`src/hw/rtl/stc_pkg.sv`:
```
// Shared types and constants for the scope trigger capture block.
// Holds the request and response word layouts and the window and frame sizes.
// No dependencies.
`default_nettype none

package stc_pkg;

   localparam int WINDOW_LOG2 = 10;
   localparam int FRAME_LEN   = 100;
   localparam int SUM_W       = 8 + WINDOW_LOG2;

   typedef logic [1:0] channel_mode_type;

   localparam channel_mode_type MODE_CH1 = 2'd0;
   localparam channel_mode_type MODE_CH2 = 2'd1;
   localparam channel_mode_type MODE_ALT = 2'd2;

   localparam logic KIND_MEASURE = 1'b0;
   localparam logic KIND_FRAME   = 1'b1;

   typedef struct packed {
      logic [7:0] sample;
      logic       frame_taken;
   } req_type;

   typedef struct packed {
      logic       kind;
      logic       channel;
      logic [7:0] sample_index;
      logic [7:0] sample_value;
      logic       frame_last;
      logic [7:0] peak_to_peak;
      logic [7:0] average;
      logic       next_channel;
   } rsp_type;

   typedef struct packed {
      logic    push;
      rsp_type word;
   } result_type;

endpackage

`default_nettype wire

```
`src/hw/rtl/stc_core.sv`:
```
// Per-sample measurement and trigger state for the scope trigger capture block.
// Depends on stc_pkg for word layouts and sizes.
`default_nettype none

module stc_core
   import stc_pkg::*;
(
   input  wire logic             clock,
   input  wire logic             reset,
   input  wire logic             accept,
   input  wire req_type          req_word,
   input  wire logic             csr_wr_en,
   input  wire channel_mode_type csr_wr_data,
   output result_type            result
);

   typedef enum logic [2:0] {
      PH_MEASURE     = 3'd0,
      PH_AWAIT_FALL  = 3'd1,
      PH_AWAIT_RISE  = 3'd2,
      PH_AWAIT_LEVEL = 3'd3,
      PH_CAPTURE     = 3'd4
   } phase_type;

   phase_type               phase_ff, phase_in;
   logic [7:0]              prev_ff, prev_in;
   logic [7:0]              min_ff, min_in;
   logic [7:0]              max_ff, max_in;
   logic [SUM_W-1:0]        sum_ff, sum_in;
   logic [WINDOW_LOG2-1:0]  count_ff, count_in;
   logic [7:0]              level_ff, level_in;
   logic [7:0]              index_ff, index_in;
   logic                    pending_ff, pending_in;
   logic                    active_ff, active_in;
   channel_mode_type        mode_ff, mode_in;

   logic [7:0]              s;
   logic                    pending_v;
   logic [7:0]              min_v, max_v;
   logic [SUM_W-1:0]        sum_v;
   logic                    last_v;
   logic                    active_v;

   assign s = req_word.sample;

   always_comb begin
      phase_in   = phase_ff;
      prev_in    = prev_ff;
      min_in     = min_ff;
      max_in     = max_ff;
      sum_in     = sum_ff;
      count_in   = count_ff;
      level_in   = level_ff;
      index_in   = index_ff;
      pending_in = pending_ff;
      active_in  = active_ff;
      mode_in    = mode_ff;
      result     = '0;

      pending_v = pending_ff & ~req_word.frame_taken;
      min_v     = (s < min_ff) ? s : min_ff;
      max_v     = (s > max_ff) ? s : max_ff;
      sum_v     = sum_ff + SUM_W'(s);
      last_v    = ({1'b0, index_ff} + 9'd1) >= 9'(FRAME_LEN);
      active_v  = (mode_ff == MODE_ALT) ? ~active_ff : active_ff;

      if (accept) begin
         pending_in = pending_v;
         case (phase_ff)
            PH_MEASURE: begin
               prev_in = s;
               if (count_ff == '1) begin
                  result.push              = 1'b1;
                  result.word.kind         = KIND_MEASURE;
                  result.word.channel      = active_ff;
                  result.word.peak_to_peak = max_v - min_v;
                  result.word.average      = sum_v[WINDOW_LOG2 +: 8];
                  result.word.next_channel = active_ff;
                  level_in = sum_v[WINDOW_LOG2 +: 8];
                  min_in   = 8'hFF;
                  max_in   = 8'h00;
                  sum_in   = '0;
                  count_in = '0;
                  phase_in = PH_AWAIT_FALL;
               end else begin
                  min_in   = min_v;
                  max_in   = max_v;
                  sum_in   = sum_v;
                  count_in = count_ff + 1'b1;
               end
            end
            PH_AWAIT_FALL: begin
               if (s < prev_ff) phase_in = PH_AWAIT_RISE;
               prev_in = s;
            end
            PH_AWAIT_RISE: begin
               if (s > prev_ff) phase_in = PH_AWAIT_LEVEL;
               prev_in = s;
            end
            PH_AWAIT_LEVEL: begin
               if (s > level_ff) begin
                  phase_in = PH_CAPTURE;
                  index_in = '0;
               end
            end
            PH_CAPTURE: begin
               prev_in = s;
               if (pending_v) begin
                  // consumer still holds the last frame: drop this capture
                  index_in = '0;
                  phase_in = PH_MEASURE;
               end else begin
                  result.push              = 1'b1;
                  result.word.kind         = KIND_FRAME;
                  result.word.channel      = active_ff;
                  result.word.sample_index = index_ff;
                  result.word.sample_value = s;
                  result.word.frame_last   = last_v;
                  if (last_v) begin
                     index_in   = '0;
                     pending_in = 1'b1;
                     active_in  = active_v;
                     phase_in   = PH_MEASURE;
                     result.word.next_channel = active_v;
                  end else begin
                     index_in = index_ff + 8'd1;
                     result.word.next_channel = active_ff;
                  end
               end
            end
            default: begin
               phase_in = PH_MEASURE;
            end
         endcase
      end

      if (csr_wr_en) begin
         mode_in   = csr_wr_data;
         active_in = (csr_wr_data == MODE_CH2);
      end
   end

   always_ff @(posedge clock) begin
      if (reset) begin
         phase_ff   <= PH_MEASURE;
         prev_ff    <= '0;
         min_ff     <= 8'hFF;
         max_ff     <= '0;
         sum_ff     <= '0;
         count_ff   <= '0;
         level_ff   <= '0;
         index_ff   <= '0;
         pending_ff <= 1'b0;
         active_ff  <= 1'b0;
         mode_ff    <= MODE_CH1;
      end else begin
         phase_ff   <= phase_in;
         prev_ff    <= prev_in;
         min_ff     <= min_in;
         max_ff     <= max_in;
         sum_ff     <= sum_in;
         count_ff   <= count_in;
         level_ff   <= level_in;
         index_ff   <= index_in;
         pending_ff <= pending_in;
         active_ff  <= active_in;
         mode_ff    <= mode_in;
      end
   end

endmodule

`default_nettype wire

```
`src/hw/rtl/stc_out_buf.sv`:
```
// Two-word result buffer that separates the core from the response channel.
// Depends on stc_pkg for the response word layout.
`default_nettype none

module stc_out_buf
   import stc_pkg::*;
(
   input  wire logic       clock,
   input  wire logic       reset,
   input  wire result_type result,
   output logic            space,
   output logic            rsp_valid,
   input  wire logic       rsp_ready,
   output rsp_type         rsp_data
);

   rsp_type    slot0_ff, slot0_in;
   rsp_type    slot1_ff, slot1_in;
   logic [1:0] count_ff, count_in;
   logic       pop;
   logic [1:0] kept;

   assign rsp_valid = (count_ff != 2'd0);
   assign rsp_data  = slot0_ff;
   assign space     = (count_ff != 2'd2);
   assign pop       = rsp_valid & rsp_ready;
   assign kept      = count_ff - {1'b0, pop};

   always_comb begin
      slot0_in = pop ? slot1_ff : slot0_ff;
      slot1_in = slot1_ff;
      if (result.push) begin
         if (kept == 2'd0) slot0_in = result.word;
         else              slot1_in = result.word;
      end
      count_in = kept + {1'b0, result.push};
   end

   always_ff @(posedge clock) begin
      if (reset) begin
         count_ff <= '0;
      end else begin
         count_ff <= count_in;
      end
      slot0_ff <= slot0_in;
      slot1_ff <= slot1_in;
   end

endmodule

`default_nettype wire

```
`src/hw/rtl/scope_trigger_capture.sv`:
```
// Top level of the scope trigger capture block.
// Instantiates stc_core and stc_out_buf; uses stc_pkg.
`default_nettype none

// One converter sample is taken per request word, one per clock when the
// response side keeps up. Each accepted word is worked in the cycle it is
// accepted: the core updates min, max, sum and trigger state in one pass and
// any result is registered in a two-word output buffer, from which it is
// offered on rsp_valid behind any earlier word. req_ready stays high while a
// finished word waits on rsp_ready and drops only when both buffer slots
// are full. A window of 2^WINDOW_LOG2 samples ends in one measurement word
// (average and peak-to-peak); the block then waits for a falling step, a
// rising step and a sample above the average, and streams FRAME_LEN samples
// tagged with index and last mark. A frame that meets a still-pending frame
// is dropped and measuring restarts. csr_wr_data selects channel one, channel
// two or alternating channels; write it only while the block is idle.
module scope_trigger_capture
   import stc_pkg::*;
(
   input  wire logic             clock,
   input  wire logic             reset,
   input  wire logic             req_valid,
   output logic                  req_ready,
   input  wire req_type          req_data,
   output logic                  rsp_valid,
   input  wire logic             rsp_ready,
   output rsp_type               rsp_data,
   input  wire logic             csr_wr_en,
   input  wire channel_mode_type csr_wr_data
);

   result_type result;
   logic       space;
   logic       accept;

   // take a word whenever the buffer has a free slot
   assign req_ready = space;
   assign accept    = req_valid & space;

   stc_core u_core (
      .clock       (clock),
      .reset       (reset),
      .accept      (accept),
      .req_word    (req_data),
      .csr_wr_en   (csr_wr_en),
      .csr_wr_data (csr_wr_data),
      .result      (result)
   );

   stc_out_buf u_out_buf (
      .clock     (clock),
      .reset     (reset),
      .result    (result),
      .space     (space),
      .rsp_valid (rsp_valid),
      .rsp_ready (rsp_ready),
      .rsp_data  (rsp_data)
   );

endmodule

`default_nettype wire
```
`config.mk`:
```
export PLATFORM = sky130hd
export DESIGN_NAME = scope_trigger_capture
export DESIGN_NICKNAME = d
export VERILOG_FILES = /design/src/hw/rtl/stc_pkg.sv /design/src/hw/rtl/stc_core.sv /design/src/hw/rtl/stc_out_buf.sv /design/src/hw/rtl/scope_trigger_capture.sv
export SDC_FILE = /design/constraint.sdc
export NUM_CORES = 1
export LEC_CHECK = 0
export ABC_AREA = 1
export BUFFER_PORTS_ARGS = -buffer_cell sky130_fd_sc_hd__buf_2
export CORE_MARGIN = 4
export CORE_UTILIZATION = 40
export DETAILED_ROUTE_END_ITERATION = 8
export PLACE_DENSITY = 0.56
export SYNTH_ARGS = -nofsm -noshare
export SYNTH_HDL_FRONTEND = slang
export SYNTH_SLANG_ARGS = --single-unit
```
`constraint.sdc`:
```
create_clock -name clock -period 4.1 [get_ports clock]
set_input_delay 0.615 -clock clock [delete_from_list [all_inputs] [get_ports clock]]
set_output_delay 0.615 -clock clock [all_outputs]
set_load 0.03 [all_outputs]
```
==> summary.md <==
| Metric | Value |
|---|---|
| Status | finished clean |
| Mapped Area | 7830 um2 |
| Post-cts hold buffer count | 0 |
| Max-slew violations | 0 |
| Post CTS Setup Buffer Count | 0 |
| Largest net degree at the start of global routing | 43 |
| Worst setup SP type | input port |
| Total negative slack | 0 ns |
| Top FF cell, synth | dfxtp_1 |
| Nets | 1132 |
| Clock slew at reported path FFs | 0.07 ns |
| Initial DRT Pass Iterations | 5 |
| Pleak | 3.88 nW |
| Crit Path Class | in2reg |
| DR WL/cell | 14.2 um |
| Arr. time, crit path | 3.66 ns |
| #FFs+latches synth | 149 |
| R2r setup slk | 0.77 ns |
| Finish-stage setup viols | 0 |
| Worst Setup SP | req_data[6] |
| Fin cells | 1337 |
| Initial Util | 0.413 |
| Comb pwr share | 0.277 |
| GRT Total Usage | 0.179 |
| Share of cells above drive strength 1 | 0.113 |
| Clk Latency, worst-skew pair | 0.43 ns |
| Origin of the critical flop-to-flop path | u_core.min_ff[5] |
| Syn_nets | 1085 |
| Sw Ratio | 0.359 |
| Max Cap Violations | 0 |
| Sink Count | 149 |
| Worst Max-Slew Pin Slew | 1.16 ns |
| Die H | 148 um |
| Final GP Congestion | 0.834 |
| Inst Count DP | 1305 |
| Port Buffers | 53 |
| Die footprint | 21900 um2 |
| Clock Tree Buf Depth | 2 |
| Clock root cell | clkbuf_16 |
| Total grt overflow | 0 |
| Vias in the first global route | 6117 |
| Sequential share of the synthesized area | 0.427 |
| Syn avg cell area | 7.69 um2 |
| Flop pwr share | 0.386 |
| Post-Synthesis Cells | 1017 |
| Chip width | 148 um |
| Worst reg-to-reg path cell count | 19 |
| Worst Hold Launch | csr_wr_en |
| Routed Antenna Nets | 0 |
| Peak Freq | 0.299 GHz |
| WL final | 19000 um |
| DP HPWL | 13400 um |
| Core ar. | 19000 um2 |
| Crit Path Max Fanout | 16 |
| Hold Path Class | in2reg |
| Post-synthesis cell type count | 46 |
| Cell internal pwr | 0.00296 W |
| EDFF count, synth | 36 |
| Row count | 50 |
| Worst endpoint required time | 4.42 ns |
| H-tree depth | 4 |
| Crit path capture type | register |
| PwrDens | 518 nW/um2 |
| Clk pwr share | 0.337 |
| Clock Skew | 0.0199 ns |
| DR iter-0 viols | 406 |
| Period minus WS final | 3.34 ns |
| YS warnings | 0 |
| I/O pins | 54 |
| Synth-to-layout area growth | 13.9% |
| Vias | 6570 |
| Hold Violations, Final | 0 |
| DRC | 0 |
| RSZ-0062 raised after global routing | false |
| CTS tree | built |
| Relative slew slack | 0.224 |
| Antenna diodes | 0 |
| Number of gates resized after CTS | 0 |
| Num CTS Buffers | 17 |
| Initial antenna violation count | 0 |
| Ys async rst share | 0 |
| R2r endpoint | u_out_buf.rsp_data[15] |
| Peak VDD IR | 0.000257 V |
| Crit path capture | u_out_buf.rsp_data[15] |
| Filler instances | 1928 |
| Crit share post-route | 0.815 |
| First-pass GRT wire length | 31300 um |
| Via/cell ratio | 4.91 |
| NetSw | 0.00166 W |
Yosys cell counts (5+ instances only):
cell type,count,area share
nand2_1,261,0.13
inv_1,123,0.059
dfxtp_1,113,0.29
a21oi_1,90,0.058
o21ai_0,76,0.049
nor2_1,73,0.035
ha_1,50,0.080
nand3_1,43,0.028
edfxtp_1,36,0.14
mux2i_1,18,0.023
clkbuf_1,14,0.0067
buf_2,12,0.0077
nor3_1,10,0.0064
nand4_1,9,0.0072
o21ai_1,9,0.0058
xor2_1,8,0.0090
a21o_1,6,0.0058
nor2_4,6,0.0086
nand2_2,5,0.0040
o22ai_1,5,0.0040
power by group through the flow:
stage / Combinational [W] / Sequential [W] / Clock, W
final: 0.00128 / 0.00178 / 0.00155
after global routing: 0.00142 / 0.00181 / 0.00167
after CTS: 0.00129 / 0.00178 / 0.00159
after detailed placement: 0.00128 / 0.00182 / 0
after global placement: 0.00128 / 0.00181 / 0
after floorplan: 0.000660 / 0.00208 / 0
critical path, stage by stage:
cell     delay, ns
buf_2         0.16
ha_1          0.32
a21oi_1       0.15
nor2_1        0.05
nor3_1        0.26
nand2_1       0.35
nand2_1       0.13
o21ai_0       0.12
inv_1         0.10
nor2_1        0.05
fa_1          0.42
o21ai_0       0.36
nand2_1       0.09
nand2_1       0.07
a21oi_1       0.07
nor2_1        0.10
nor2_1        0.06
o21ai_1       0.11
inv_1         0.05
worst min-delay path by stage:
stage,to,slack (ns),cells after the start
after CTS,u_core.mode_ff[1],0.42,2
after floorplan,u_core.prev_ff[0],0.43,2
after detailed placement,u_core.prev_ff[0],0.45,2
final,u_core.mode_ff[1],0.43,2
after global routing,u_core.mode_ff[1],0.43,2
after global placement,u_core.prev_ff[0],0.44,2
registers in the layout, summed over array words and instances (netlist names):
register / flops
u_core.max_ff: 8
u_out_buf.count_ff: 2
u_core.sum_ff: 18
u_out_buf.rsp_data: 36
u_core.pending_ff: 1
u_out_buf.slot1_ff: 36
u_core.min_ff: 8
u_core.index_ff: 8
u_core.prev_ff: 8
u_core.active_ff: 1
u_core.mode_ff: 2
u_core.count_ff: 10
u_core.phase_ff: 3
u_core.level_ff: 8
cell families after synthesis:
kind of cell / share of synthesized area
AOI/OAI and AO/OA: 0.138
xor gates and xnor gates: 0.0134
adders and majority gates: 0.0851
buffers and inverters: 0.0819
DFF: 0.427
muxes: 0.0230
and+or+nand+nor: 0.231
cell usage in the layout (no fill, tap or decap), types with 2 or more instances in the layout:
cell / n
inv_1: 123
nor2_4: 7
fa_1: 2
nor2_1: 72
inv_2: 4
nand2_2: 5
xor2_1: 8
o21ai_1: 9
or2_2: 3
mux2i_1: 18
a21oi_2: 2
a21oi_1: 90
o21a_1: 2
nand3_2: 2
nand3_1: 43
nor3_1: 10
o22ai_1: 5
a21o_1: 6
nand3b_1: 2
clkinvlp_4: 2
inv_8: 3
nand4_1: 9
buf_4: 6
o21ai_0: 76
clkbuf_16: 17
nand2_1: 261
buf_2: 53
nor2_2: 3
a32oi_1: 2
xnor2_1: 4
o31ai_1: 3
edfxtp_1: 36
inv_6: 7
dfxtp_1: 113
a31oi_1: 4
ha_1: 50
metrics by stage:
| step | hold slack, ns | total power (W) | instance area (um2) | util | worst slack (ns) |
|---|---|---|---|---|---|
| 4_1_cts | 0.422 | 0.00466 | 8910 | 0.470 | 0.766 |
| 2_1_floorplan | 0.427 | 0.00274 | 7830 | - | 0.110 |
| 6_report | 0.432 | 0.00461 | 8910 | 0.470 | 0.757 |
| 3_5_place_dp | 0.449 | 0.00310 | 8330 | 0.439 | 0.331 |
| 5_1_grt | 0.435 | 0.00490 | 8910 | 0.470 | 0.262 |
| 3_3_place_gp | 0.441 | 0.00309 | 8330 | 0.439 | 0.428 |
layer usage:
| metal | up-vias | share of wire | track usage |
|---|---|---|---|
| met3 | 14 | 0.044 | 0.0414 |
| met4 | 0 | 0.012 | 0.0485 |
| li1 | 3441 | - | - |
| met2 | 126 | 0.43 | 0.278 |
| met5 | - | 0 | 0 |
| met1 | 2989 | 0.51 | 0.252 |
area by class of cell:
class / instances / area, um2 / share of cell area
Sequential cell: 149 / 3340 / 0.375
Clock buffer: 17 / 425 / 0.0477
Tap cell: 260 / 325 / 0.0365
Timing Repair Buffer: 60 / 330 / 0.0371
Multi-Input combinational cell: 708 / 3850 / 0.432
Inverter: 128 / 483 / 0.0542
Clock inverter: 15 / 154 / 0.0173
Note: power is estimated with default switching activity, not from simulation.
